### src/design/lmsr_pkg.sv
// ----------------------------------------------------------------------------
// LED matrix shadow refresh package
// Shared types and constants for the shadow image and its refresh engine.
// ----------------------------------------------------------------------------
package lmsr_pkg;

  // Matrix geometry and queue sizing defaults.
  localparam int NumRowsDefault    = 8;
  localparam int QueueDepthDefault = 2;

  // Fixed-address command byte, the row index is OR-ed into the low bits.
  localparam logic [7:0] AddrCmd      = 8'hC0;
  // Pattern forced into the active copy by a clear, so every row is rewritten.
  localparam logic [7:0] ForceRow     = 8'hFF;
  localparam logic [7:0] HoldoffReset = 8'd2;
  localparam logic [7:0] MsMax        = 8'hFF;

  // Input request function codes.
  localparam logic [1:0] FuncSet   = 2'd0;
  localparam logic [1:0] FuncClear = 2'd1;
  localparam logic [1:0] FuncTick  = 2'd2;

  // Configuration register indexes.
  localparam logic CfgEnable  = 1'b0;
  localparam logic CfgHoldoff = 1'b1;

  typedef enum logic [1:0] {
    OP_SET,
    OP_CLEAR,
    OP_TICK
  } cmd_op_e;

  typedef struct packed {
    cmd_op_e    op;
    logic [2:0] row;
    logic [2:0] col;
    logic       led_on;
  } cmd_t;

  typedef struct packed {
    logic [7:0] addr_byte;
    logic [7:0] data_byte;
    logic       last;
  } frame_t;

  typedef enum logic {
    BK_IDLE,
    BK_FLUSH
  } back_state_e;

  typedef struct packed {
    logic flushing;
    logic diff_any;
  } back_status_t;

endpackage

### src/design/lmsr_fifo.sv
// ----------------------------------------------------------------------------
// LMSR request queue
// Small first-in first-out queue with full and empty flags.
// ----------------------------------------------------------------------------
module lmsr_fifo #(
  parameter int Width = 8,
  parameter int Depth = 2
) (
  input  logic             clk_i,
  input  logic             rst_ni,
  input  logic             push_i,
  input  logic [Width-1:0] wdata_i,
  input  logic             pop_i,
  output logic [Width-1:0] rdata_o,
  output logic             full_o,
  output logic             empty_o
);

  localparam int PtrW = (Depth > 1) ? $clog2(Depth) : 1;
  localparam int CntW = $clog2(Depth + 1);

  logic [Width-1:0] mem_q [Depth];
  logic [PtrW-1:0]  wr_ptr_q, wr_ptr_d;
  logic [PtrW-1:0]  rd_ptr_q, rd_ptr_d;
  logic [CntW-1:0]  count_q, count_d;
  logic             do_push, do_pop;

  assign full_o  = (count_q == CntW'(Depth));
  assign empty_o = (count_q == '0);
  assign do_push = push_i && !full_o;
  assign do_pop  = pop_i && !empty_o;
  assign rdata_o = mem_q[rd_ptr_q];

  always_comb begin
    wr_ptr_d = wr_ptr_q;
    rd_ptr_d = rd_ptr_q;
    count_d  = count_q;
    if (do_push) begin
      wr_ptr_d = (wr_ptr_q == PtrW'(Depth - 1)) ? '0 : wr_ptr_q + PtrW'(1);
    end
    if (do_pop) begin
      rd_ptr_d = (rd_ptr_q == PtrW'(Depth - 1)) ? '0 : rd_ptr_q + PtrW'(1);
    end
    if (do_push && !do_pop) begin
      count_d = count_q + CntW'(1);
    end else if (do_pop && !do_push) begin
      count_d = count_q - CntW'(1);
    end
  end

  always_ff @(posedge clk_i or negedge rst_ni) begin
    if (!rst_ni) begin
      wr_ptr_q <= '0;
      rd_ptr_q <= '0;
      count_q  <= '0;
    end else begin
      wr_ptr_q <= wr_ptr_d;
      rd_ptr_q <= rd_ptr_d;
      count_q  <= count_d;
    end
  end

  always_ff @(posedge clk_i) begin
    if (do_push) begin
      mem_q[wr_ptr_q] <= wdata_i;
    end
  end

endmodule

### src/design/lmsr_front.sv
// ----------------------------------------------------------------------------
// LMSR front end
// Decodes incoming requests, drops those with no effect and queues the rest.
// ----------------------------------------------------------------------------
module lmsr_front import lmsr_pkg::*; #(
  parameter int NumRows    = NumRowsDefault,
  parameter int QueueDepth = QueueDepthDefault
) (
  input  logic       clk_i,
  input  logic       rst_ni,
  input  logic       push_i,
  output logic       full_o,
  input  logic [1:0] func_i,
  input  logic [2:0] row_i,
  input  logic [2:0] col_i,
  input  logic       led_on_i,
  input  logic       enable_i,
  input  logic       cmd_pop_i,
  output cmd_t       cmd_o,
  output logic       cmd_empty_o
);

  cmd_t cmd;
  logic keep;
  logic row_ok;

  assign row_ok = (int'(row_i) < NumRows);

  always_comb begin
    cmd.row    = row_i;
    cmd.col    = col_i;
    cmd.led_on = led_on_i;
    cmd.op     = OP_TICK;
    keep       = 1'b0;
    unique case (func_i)
      FuncSet: begin
        // A set request while disabled or outside the matrix changes nothing.
        cmd.op = OP_SET;
        keep   = enable_i && row_ok;
      end
      FuncClear: begin
        cmd.op = OP_CLEAR;
        keep   = 1'b1;
      end
      FuncTick: begin
        cmd.op = OP_TICK;
        keep   = 1'b1;
      end
      default: begin
        keep = 1'b0;
      end
    endcase
  end

  lmsr_fifo #(
    .Width ($bits(cmd_t)),
    .Depth (QueueDepth)
  ) u_cmd_fifo (
    .clk_i   (clk_i),
    .rst_ni  (rst_ni),
    .push_i  (push_i && keep),
    .wdata_i (cmd),
    .pop_i   (cmd_pop_i),
    .rdata_o (cmd_o),
    .full_o  (full_o),
    .empty_o (cmd_empty_o)
  );

endmodule

### src/design/lmsr_back.sv
// ----------------------------------------------------------------------------
// LMSR back end
// Holds the shadow and active images, the holdoff timer and the flush engine.
// ----------------------------------------------------------------------------
module lmsr_back import lmsr_pkg::*; #(
  parameter int NumRows = NumRowsDefault
) (
  input  logic         clk_i,
  input  logic         rst_ni,
  input  logic [7:0]   holdoff_i,
  input  cmd_t         cmd_i,
  input  logic         cmd_empty_i,
  output logic         cmd_pop_o,
  output frame_t       frame_o,
  output logic         frame_push_o,
  input  logic         frame_full_i,
  output back_status_t status_o
);

  localparam int RowW = (NumRows > 1) ? $clog2(NumRows) : 1;

  back_state_e state_q, state_d;

  logic [7:0]   shadow_q [NumRows];
  logic [7:0]   shadow_d [NumRows];
  logic [7:0]   active_q [NumRows];
  logic [7:0]   active_d [NumRows];
  logic         pending_q, pending_d;
  logic [7:0]   ms_q, ms_d;

  logic [NumRows-1:0] diff;
  logic               diff_any;
  logic [RowW-1:0]    sel;
  logic [7:0]         ms_inc;
  logic               flush_go;
  logic               set_chg;
  logic [7:0]         bit_mask;

  always_comb begin
    for (int r = 0; r < NumRows; r++) begin
      diff[r] = (shadow_q[r] != active_q[r]);
    end
  end

  assign diff_any = |diff;

  // Lowest differing row goes out first.
  always_comb begin
    sel = '0;
    for (int r = NumRows - 1; r >= 0; r--) begin
      if (diff[r]) begin
        sel = RowW'(r);
      end
    end
  end

  assign ms_inc   = (ms_q == MsMax) ? ms_q : ms_q + 8'd1;
  assign flush_go = pending_q && (ms_inc >= holdoff_i);
  assign bit_mask = 8'd1 << cmd_i.col;

  // Next state.
  always_comb begin
    state_d = state_q;
    unique case (state_q)
      BK_IDLE: begin
        if (!cmd_empty_i && cmd_i.op == OP_TICK && flush_go) begin
          state_d = BK_FLUSH;
        end
      end
      BK_FLUSH: begin
        if (!diff_any) begin
          state_d = BK_IDLE;
        end
      end
      default: state_d = BK_IDLE;
    endcase
  end

  // Outputs.
  always_comb begin
    cmd_pop_o    = 1'b0;
    frame_push_o = 1'b0;
    unique case (state_q)
      BK_IDLE:  cmd_pop_o    = !cmd_empty_i;
      BK_FLUSH: frame_push_o = diff_any && !frame_full_i;
      default: begin
        cmd_pop_o    = 1'b0;
        frame_push_o = 1'b0;
      end
    endcase
  end

  always_comb begin
    frame_o.addr_byte = AddrCmd | 8'(sel);
    frame_o.data_byte = shadow_q[sel];
    // The frame is the last one when a single row still differs.
    frame_o.last      = ((diff & (diff - NumRows'(1))) == '0);
  end

  assign status_o.flushing = (state_q == BK_FLUSH);
  assign status_o.diff_any = diff_any;

  // Image and timer updates.
  always_comb begin
    shadow_d  = shadow_q;
    active_d  = active_q;
    pending_d = pending_q;
    ms_d      = ms_q;
    set_chg   = 1'b0;
    if (cmd_pop_o) begin
      unique case (cmd_i.op)
        OP_SET: begin
          for (int r = 0; r < NumRows; r++) begin
            if (int'(cmd_i.row) == r) begin
              shadow_d[r] = cmd_i.led_on ? (shadow_q[r] | bit_mask)
                                         : (shadow_q[r] & ~bit_mask);
            end
            set_chg = set_chg || (shadow_d[r] != shadow_q[r]);
          end
          if (set_chg) begin
            pending_d = 1'b1;
            ms_d      = '0;
          end
        end
        OP_CLEAR: begin
          for (int r = 0; r < NumRows; r++) begin
            shadow_d[r] = '0;
            active_d[r] = ForceRow;
          end
          pending_d = 1'b1;
          ms_d      = '0;
        end
        OP_TICK: begin
          ms_d = ms_inc;
          if (flush_go) begin
            pending_d = 1'b0;
          end
        end
        default: begin
          pending_d = pending_q;
        end
      endcase
    end
    if (frame_push_o) begin
      active_d[sel] = shadow_q[sel];
    end
  end

  always_ff @(posedge clk_i or negedge rst_ni) begin
    if (!rst_ni) begin
      state_q   <= BK_IDLE;
      pending_q <= 1'b0;
      ms_q      <= '0;
      for (int r = 0; r < NumRows; r++) begin
        shadow_q[r] <= '0;
        active_q[r] <= '0;
      end
    end else begin
      state_q   <= state_d;
      pending_q <= pending_d;
      ms_q      <= ms_d;
      shadow_q  <= shadow_d;
      active_q  <= active_d;
    end
  end

endmodule

### src/design/led_matrix_shadow_refresh.sv
// A tick that starts a flush is taken from the request queue by the idle back
// end, which enters the flush state and pushes frames into the result queue.
// Set, clear and tick requests are taken only while the back end is idle;
// a flush sends one frame per differing row, stalling on a full result queue.
// Reset clears both images, the pending mark and the timer at once;
// enable resets to one and holdoff to two milliseconds.
// ----------------------------------------------------------------------------
// LED matrix shadow refresh
// Shadow LED image with deferred, difference-only refresh of the display.
// ----------------------------------------------------------------------------
module led_matrix_shadow_refresh import lmsr_pkg::*; #(
  parameter int NumRows    = NumRowsDefault,
  parameter int QueueDepth = QueueDepthDefault
) (
  input  logic       clk_i,
  input  logic       rst_ni,
  input  logic       push,
  output logic       full,
  input  logic [1:0] func_i,
  input  logic [2:0] row_i,
  input  logic [2:0] col_i,
  input  logic       led_on_i,
  output logic       empty,
  input  logic       pop,
  output logic [7:0] addr_byte_o,
  output logic [7:0] data_byte_o,
  output logic       last_o,
  input  logic       cfg_we_i,
  input  logic       cfg_addr_i,
  input  logic [7:0] cfg_wdata_i
);

  logic         enable_q;
  logic [7:0]   holdoff_q;
  cmd_t         cmd;
  logic         cmd_empty;
  logic         cmd_pop;
  frame_t       frame;
  frame_t       frame_out;
  logic         frame_push;
  logic         frame_full;
  back_status_t status;

  always_ff @(posedge clk_i or negedge rst_ni) begin
    if (!rst_ni) begin
      enable_q  <= 1'b1;
      holdoff_q <= HoldoffReset;
    end else if (cfg_we_i) begin
      unique case (cfg_addr_i)
        CfgEnable:  enable_q  <= cfg_wdata_i[0];
        CfgHoldoff: holdoff_q <= cfg_wdata_i;
        default:    enable_q  <= enable_q;
      endcase
    end
  end

  lmsr_front #(
    .NumRows    (NumRows),
    .QueueDepth (QueueDepth)
  ) u_front (
    .clk_i       (clk_i),
    .rst_ni      (rst_ni),
    .push_i      (push),
    .full_o      (full),
    .func_i      (func_i),
    .row_i       (row_i),
    .col_i       (col_i),
    .led_on_i    (led_on_i),
    .enable_i    (enable_q),
    .cmd_pop_i   (cmd_pop),
    .cmd_o       (cmd),
    .cmd_empty_o (cmd_empty)
  );

  lmsr_back #(
    .NumRows (NumRows)
  ) u_back (
    .clk_i        (clk_i),
    .rst_ni       (rst_ni),
    .holdoff_i    (holdoff_q),
    .cmd_i        (cmd),
    .cmd_empty_i  (cmd_empty),
    .cmd_pop_o    (cmd_pop),
    .frame_o      (frame),
    .frame_push_o (frame_push),
    .frame_full_i (frame_full),
    .status_o     (status)
  );

  lmsr_fifo #(
    .Width ($bits(frame_t)),
    .Depth (QueueDepth)
  ) u_frame_fifo (
    .clk_i   (clk_i),
    .rst_ni  (rst_ni),
    .push_i  (frame_push),
    .wdata_i (frame),
    .pop_i   (pop),
    .rdata_o (frame_out),
    .full_o  (frame_full),
    .empty_o (empty)
  );

  assign addr_byte_o = frame_out.addr_byte;
  assign data_byte_o = frame_out.data_byte;
  assign last_o      = frame_out.last;

`ifndef ASSERT_OFF
  // The back end never offers a frame to a full result queue.
  assert property (@(posedge clk_i) disable iff (!rst_ni)
    !(frame_push && frame_full))
    else $error("frame pushed into full result queue");

  // After the last frame of a flush no row differs any more.
  assert property (@(posedge clk_i) disable iff (!rst_ni)
    (frame_push && frame.last) |=> !status.diff_any)
    else $error("rows still differ after last frame");

  // No request is taken while a flush is running.
  assert property (@(posedge clk_i) disable iff (!rst_ni)
    status.flushing |-> !cmd_pop)
    else $error("request taken during flush");
`endif

endmodule

### config.mk
export PLATFORM = sky130hd
export DESIGN_NAME = led_matrix_shadow_refresh
export DESIGN_NICKNAME = d
export VERILOG_FILES = /design/src/design/lmsr_pkg.sv /design/src/design/lmsr_fifo.sv /design/src/design/lmsr_front.sv /design/src/design/lmsr_back.sv /design/src/design/led_matrix_shadow_refresh.sv
export SDC_FILE = /design/constraint.sdc
export NUM_CORES = 1
export LEC_CHECK = 0
export BUFFER_PORTS_ARGS = -buffer_cell sky130_fd_sc_hd__buf_4
export CAP_MARGIN = 0
export CORE_AREA = 2 2 167 128
export CTS_CLUSTER_SIZE = 20
export DETAILED_ROUTE_END_ITERATION = 8
export DIE_AREA = 0 0 169 130
export PLACE_DENSITY_LB_ADDON = 0.3
export RECOVER_POWER = 50
export SLEW_MARGIN = 20
export SYNTH_ARGS = -nofsm -noshare
export SYNTH_HDL_FRONTEND = slang
export SYNTH_HIERARCHICAL = 1
export SYNTH_SLANG_ARGS = --single-unit
### constraint.sdc
create_clock -name clk_i -period 6.43 [get_ports clk_i]
set_clock_uncertainty 0.05 [all_clocks]
set_input_delay 0.3215 -clock clk_i [delete_from_list [all_inputs] [get_ports clk_i]]
set_output_delay 0.3215 -clock clk_i [all_outputs]
set_load 0.005 [all_outputs]
======== Word level (Yosys, flattened, before mapping) ========
Memory sizes are Yosys's and may differ from the RTL's.
Cells that the tools add are included.
operators by class
  $lt $le $gt $ge ......................... 3
  divide/modulo/power cells ............... 0
  reductions and logical operators ........ 46
  multiplexer cells ....................... 75
  shifts and indexed selects .............. 1
  bitwise logic cells ..................... 21
  multiply operators ...................... 0
  $add $sub $neg .......................... 10
  eq/ne operators ......................... 32
operators by type and width
  operator             count
  $mux 8               37
  $mux 64              3
  $ne 8x8->1           16
  $pmux 64 s2          1
  $and 8x8->8          9
  $bwmux 64            1
  $or 8x8->8           8
  $bmux 8 s3           1
  $demux 8 s3          1
  $mux 3               8
  $pmux 8 s3           1
  $logic_and 1x1->1    14
  $mux 1               14
  $eq 3x3->1 const B   4
  $add 8x1->8 const B  1
  $eq 2x2->1 const B   4
  $eq 8x8->1 const B   1
  $ge 8x8->1           1
  $logic_not 1->1      8
  $logic_not 2->1      4
  $logic_not 8->1      1
  $mux 2               4
  $not 8->8            1
  $reduce_or 8->1      1
  other kinds (24)     44
storage, ports and cells
  input bits .............................. 23
  bits in registers ....................... 155
  ROM bits ................................ 0
  output and inout bits ................... 19
  word-level logic and storage cells ...... 217
  memories ................................ 2
  bits in latches ......................... 0
  bits in writable memories ............... 42
memory list
  memory                    depth  bits a word  read ports  clocked after Yosys merged registers in  wr ports  RTL line         source
  u_frame_fifo.mem_q        2      12           1           0                                        1         lmsr_fifo.sv:22  logic [Width-1:0] mem_q [Depth];
  u_front.u_cmd_fifo.mem_q  2      9            1           0                                        1         lmsr_fifo.sv:22

======== Longest topological paths before layout ========
Gate-level depths: netlist of the first run.
An unclocked memory read counts as a cell.
  depth after elaboration ................. 18
  gate-level depth with buffers ........... 14
  gate-level depth less buffers ........... 14

======== Modules after synthesis ========
Netlist of the first run, hierarchy kept.
by module, submodules not included
  module                          area each (µm²)  sequential area each (µm²)  cells an instance  times used
  lmsr_back                       9,228.9          3,453.3                     1,063              1
  lmsr_fifo (u_frame_fifo)        1,473.9          1,121.1                     72                 1
  lmsr_fifo (u_front.u_cmd_fifo)  845.8            640.6                       47                 1
  led_matrix_shadow_refresh       341.6            227.7                       20                 1
  lmsr_front                      66.3             0.0                         8                  1

======== Worst setup path after synthesis of the first run ========
OpenSTA, ideal clock, no wires.
  path kind ............................... register to register
  start point ............................. register u_front.u_cmd_fifo.rd_ptr_q
  end point ............................... register u_back.ms_q[0]
  setup time .............................. 138 ps
  data arrival time ....................... 2,876 ps
  period minus slack after synthesis ...... 3,063 ps
  path buffers ............................ 4
  slack ................................... 3,367 ps
  cell stages (with the launch flop) ...... 14
  data required time ...................... 6,242 ps
  cell sequence ........................... dfrtp_1 > buf_2 > mux2_1 > buf_6 > buf_6 > mux2_4 > a32oi_1 > o22ai_1 > nor4_2 > o2111ai_1 > nor4_4 > or2_1 > buf_6 > o31ai_4
RTL lines
  element                 RTL line          source
  from (decl)             lmsr_fifo.sv:24   logic [PtrW-1:0] rd_ptr_q, rd_ptr_d;
  from (signal assigned)  lmsr_fifo.sv:58   rd_ptr_q <= rd_ptr_d;
  to (signal assigned)    lmsr_back.sv:161  ms_q <= ms_d;
  to (decl)               lmsr_back.sv:29   logic [7:0] ms_q, ms_d;

==> results of run 1 <==
[power by group through the flow]
| stage | sequential, mW | clock (mW) | combinational (mW) |
|---|---|---|---|
| after CTS | 1.61 | 1.30 | 1.40 |
| after floorplan | 1.56 | 0 | 1.09 |
| after global routing | 1.62 | 1.35 | 1.54 |
| after detailed placement | 1.63 | 0 | 1.39 |
| after global placement | 1.63 | 0 | 1.38 |
| final | 1.61 | 1.28 | 1.44 |
[layer usage]
layer / vias up / global-route usage [%] / share of wire [%]
met2: 648 / 46.38 / 39
met4: 0 / 9.402 / 3.1
met5: - / 0 / 0
li1: 4471 / - / -
met1: 4931 / 54.91 / 44
met3: 96 / 10.65 / 14
[area by class of cell]
| cell class | count | area share (%) |
|---|---|---|
| multi-input cells | 881 | 44.90 |
| flip-flops and latches | 207 | 41.52 |
| clock buffers | 33 | 5.145 |
| repair buffers | 77 | 4.658 |
| well taps | 264 | 2.520 |
| inverters | 28 | 0.8018 |
| clock inverters | 6 | 0.4581 |
[registers in the layout, indices dropped and copies added, names as in the netlist]
| name | count |
|---|---|
| enable_q | 1 |
| holdoff_q | 8 |
| u_back/active_q | 64 |
| u_back/ms_q | 8 |
| u_back/pending_q | 1 |
| u_back/shadow_q | 64 |
| u_back/state_q | 1 |
| u_frame_fifo/count_q | 2 |
| u_frame_fifo/mem_q | 34 |
| u_frame_fifo/rd_ptr_q | 1 |
| u_frame_fifo/wr_ptr_q | 1 |
| u_front/u_cmd_fifo/count_q | 2 |
| u_front/u_cmd_fifo/mem_q | 18 |
| u_front/u_cmd_fifo/rd_ptr_q | 1 |
| u_front/u_cmd_fifo/wr_ptr_q | 1 |
[worst reg2reg max path: stages, from the launching register on]
cell       delay (ns)
dfrtp_1          0.60
mux2_1           0.78
buf_4            0.36
nor3b_1          0.21
nand2_1          0.12
nor2_1           0.11
nor4_1           0.79
o2111ai_1        0.31
nor4_4           0.56
or2_1            0.53
o21ai_2          0.12
[final timing paths]
path,slack [ns],startpoint,cells after the start,endpoint
max,1.76,u_front/u_cmd_fifo/rd_ptr_q,10,u_back/ms_q[5]
min,0.08,pop,3,u_frame_fifo/rd_ptr_q
max reg2reg,1.76,u_front/u_cmd_fifo/rd_ptr_q,10,u_back/ms_q[5]
min reg2reg,0.44,u_front/u_cmd_fifo/wr_ptr_q,1,u_front/u_cmd_fifo/wr_ptr_q
max in group asynchronous,1.96,rst_ni,3,u_back/active_q[6]
min in group asynchronous,0.41,rst_ni,2,holdoff_q[3]
[through the flow]
stage          area, µm²  setup WS [ns]  util (%)  std cells  hold slack (ns)
5_1_grt            13110          1.121     63.62       1496          0.09823
3_3_place_gp       12240          1.948     59.41       1441           0.4088
3_5_place_dp       12240          1.978     59.41       1441           0.4131
2_1_floorplan      11950          3.367         -       1211         -0.02409
6_report           13110          1.761     63.62       1496          0.07858
4_1_cts            13140          1.968     63.75       1496          0.07853
==> metrics.cfg, run 1 <==
[run_status]
status=complete, but fails checks
violations=capacitance limit, slew limit

[route]
ant_nets=0
vias_per_cell=6.782
via_count=10150
drt_pass1_iterations=6
drt_iter0_drc=1580
wl_um=38900
wl_per_cell_um=26.00
drc=0

[placed_design]
io_buffers=41
dp_hpwl_um=26900
gp_congestion=1.004

[cells_and_area]
fin_nets=1257
final_cell_mix=159 x o21ai_0, 153 x dfrtp_1, 111 x a21oi_1
drive_above_1_share_pct=13.23
synthToLayoutAreaGrowth_pct=9.776
regArea_um2=5443
n_antenna_cell=0
fill_cells=1735
mostFrequentLayoutCell=o21ai_0
multi_input_comb_area_um2=5886

[global_route]
antenna_found_initial=0
grt_max_degree=94
grt_pass1_wl_um=57470
grt_pass1_vias=9052
grt_use_total_pct=35.04
grt_remaining_overflow=0

[critical_path]
crit_path_top_delay_cell=nor4_1
crit_fanout=26
cp_cell_sequence=mux2_1 > buf_4 > nor3b_1 > nand2_1 > nor2_1 > nor4_1 > o2111ai_1 > nor4_4 > or2_1 > o21ai_2
worst_ep_required_time_ns=6.76
worstSetupStartpointType=flip-flop
arrival_ns=5.00
critPathMaxStageDelay_ns=0.79
endpoint_kind=flip-flop
crit_family=simple AND/OR/NAND/NOR gates
crit_buf_inv=1
crit_type=reg2reg

[pwr]
leakage_nw=5.074
seq_power_share_pct=37.2
switching_power_mw=1.614
power_density_nw_per_um2=330.7
power_frac_comb_pct=33.2
vdd_drop_max_v=0.0002999
power_frac_clock_pct=29.6
p_total_mw=4.335
switching_share_pct=37.24
p_int_mw=2.720

[clocking]
clock_latency_ns=0.51
clkTransAtPathRegs_ns=0.06
cts-resized-gates=0
cts.hold.buffers_added=16
cts_tree=yes
postCtsSetupBuffers=0
cts_made_buffers=22
clockBufferDepth=3
cts.sinks=207
htreeDepth=1
cts_root_buf=clkbuf_16

[floorplan]
die_area_um2=21970
pin_count=42
initial_utilization_pct=57.95
die_y_um=130
die_w_um=169
num_rows=46
coreArea_um2=20600

[sta]
drv_slew=64
period_share_pct=72.61
tns_ns=0
fin_crit_ns=4.669
rsz0062_at_grt=false
setup_viol=0
tightest_slew_ns=3.635
hold_violations=0
relSlewSlack_pct=-142.3
fmax_ghz=0.2142

[synthesis]
avgSynthCellArea_um2=9.885
yosys_warnings=6
synthCells=1208
synth_area_um2=11940

[run]
cap_violations=1

[hold_path]
hold_path.class=in2reg

Power figures use the tool's default switching activity.
==> run 2: changes to the inputs <==
--- a/config.mk
+++ b/config.mk
@@ -5,12 +5,13 @@
 export SDC_FILE = /design/constraint.sdc
 export NUM_CORES = 1
 export LEC_CHECK = 0
+export ABC_AREA = 1
 export BUFFER_PORTS_ARGS = -buffer_cell sky130_fd_sc_hd__buf_4
 export CAP_MARGIN = 0
-export CORE_AREA = 2 2 167 128
+export CORE_AREA = 2 2 174 133
 export CTS_CLUSTER_SIZE = 20
 export DETAILED_ROUTE_END_ITERATION = 8
-export DIE_AREA = 0 0 169 130
+export DIE_AREA = 0 0 176 135
 export PLACE_DENSITY_LB_ADDON = 0.3
 export RECOVER_POWER = 50
 export SLEW_MARGIN = 20
==> constraint.sdc (replaced) <==
create_clock -name clk_i -period 4.4 [get_ports clk_i]
set_clock_uncertainty 0.05 [all_clocks]
set_input_delay 0.22 -clock clk_i [delete_from_list [all_inputs] [get_ports clk_i]]
set_output_delay 0.22 -clock clk_i [all_outputs]
set_load 0.005 [all_outputs]
==> metrics.cfg, run 2 <==
[run_status]
status=complete, but fails checks
violations=capacitance limit, slew limit

[route]
wl_per_cell_um=21.85
ant_nets=0
drt_pass1_iterations=9
wl_um=46150
drc=0
vias_per_cell=6.115
via_count=12920
drt_iter0_drc=1874

[floorplan]
die_area_um2=23760
coreArea_um2=21930
pin_count=42
die_w_um=176
initial_utilization_pct=59.46
die_y_um=135
num_rows=47

[critical_path]
crit_type=reg2reg
endpoint_kind=flip-flop
cp_cell_sequence=inv_2 > nand2_1 > nand2_1 > nor2_1 > nand2_1 > nor2_1 > inv_2 > nor2_1 > nand2_4 > nand2_1 > nand2_1 > nand2_4 > inv_4 > nand3_1 > nand2_1 > nor2_4 > nand3_1 > nand2_1 > inv_1
worstSetupStartpointType=flip-flop
critPathMaxStageDelay_ns=0.43
path_common_cell=nand2_1
crit_fanout=16
arrival_ns=3.96
worst_ep_required_time_ns=4.76
crit_path_top_delay_cell=dfrtp_1

[global_route]
grt_remaining_overflow=0
grt_pass1_vias=11930
grt_pass1_wl_um=69880
antenna_found_initial=3
grt_use_total_pct=39.24
grt_max_degree=105

[sta]
setup_viol=0
fin_crit_ns=3.602
tns_ns=0
period_share_pct=81.87
hold_violations=0
fmax_ghz=0.2776
relSlewSlack_pct=-95.24
tightest_slew_ns=2.929
drv_slew=105
rsz0062_at_grt=false
worst_hold_slack_ns=0.04122
fin_ws_ns=0.7975

[cells_and_area]
synthToLayoutAreaGrowth_pct=11.90
fill_cells=1871
drive_above_1_share_pct=12.00
fin_nets=1840
multi_input_comb_area_um2=6305
regArea_um2=5443
reg_top3=u_back/active_q x64, u_back/shadow_q x64, u_frame_fifo/mem_q x34
final_cell_mix=476 x nand2_1, 217 x inv_1, 166 x nand3_1
final_cells=2112
mostFrequentLayoutCell=nand2_1

[placed_design]
dp.cells=2042
dpl_worst_slack_ns=0.9951
io_buffers=41
gp_congestion=1.100
dp_hpwl_um=32450

[pwr]
leakage_nw=6.613
vdd_drop_max_v=0.0003957
power_density_nw_per_um2=579.4

[clocking]
clockBufferDepth=3
cts_root_buf=clkbuf_16
cts_made_buffers=22
clock_latency_ns=0.53
htreeDepth=1
cts_tree=yes
cts.sinks=207
postCtsSetupBuffers=0
clkTransAtPathRegs_ns=0.06

[synthesis]
synthCells=1739
yosys_warnings=6
synth_area_um2=13040
avgSynthCellArea_um2=7.500

[hold_path]
hold_path.class=in2reg

[run]
cap_violations=1

## run 2: worst paths after layout
| kind | cells past startpoint | endpoint | startpoint | slack [ns] |
|---|---|---|---|---|
| hold / removal | 2 | u_front/u_cmd_fifo/mem_q[1][7] | func_i[0] | 0.04 |
| max in group asynchronous | 3 | holdoff_q[0] | rst_ni | 1.03 |
| setup / recovery | 19 | u_back/active_q[49] | u_back/shadow_q[16] | 0.80 |
| setup reg to reg | 19 | u_back/active_q[49] | u_back/shadow_q[16] | 0.80 |
| hold reg to reg | 2 | holdoff_q[3] | holdoff_q[3] | 0.42 |
| min in group asynchronous | 2 | u_front/u_cmd_fifo/count_q[0] | rst_ni | 1.05 |
## run 2: routing by layer
metal	part of all wire, %	global-route usage (%)
met4	4.7	16.21
met1	40	55.42
met5	0.028	0
met2	40	53.74
met3	16	15.23
## run 2: per-stage QoR
stage                     power, mW  util (%)  area (µm²)
after floorplan               5.059         -       13050
after global placement        6.229     62.06       13610
after detailed placement      6.309     62.06       13610
after CTS                     8.297     66.79       14650
after global routing          8.824     66.52       14590
final                         8.456     66.54       14600
## run 2: power by group
part           internal [mW]  switching (mW)  leakage (nW)
clock network           1.15           0.818         0.371
logic                   1.05            2.69          3.94
registers               2.36           0.376          2.30
## run 2: worst max-delay path: cells and delay by family, from the launching register on
family                 cells  cell delay (ns)
and+or+nand+nor           15             2.73
DFF                        1             0.43
buffers and inverters      4             0.28
## run 2: layout make-up
cell class,instances,area share (%)
diodes,2,0.03429
clock buffers,29,4.449
clock inverters,11,0.7372
inverters,255,6.584
multi-input cells,1222,43.20
flip-flops and latches,207,37.29
well taps,294,2.520
repair buffers,92,5.186
## run 2: what timing repair did
item	4_1_cts	5_1_grt
hold buffers	28	0
endpoints found under the hold margin	126	0
gates resized for setup	0	0
setup endpoints to repair	0	0
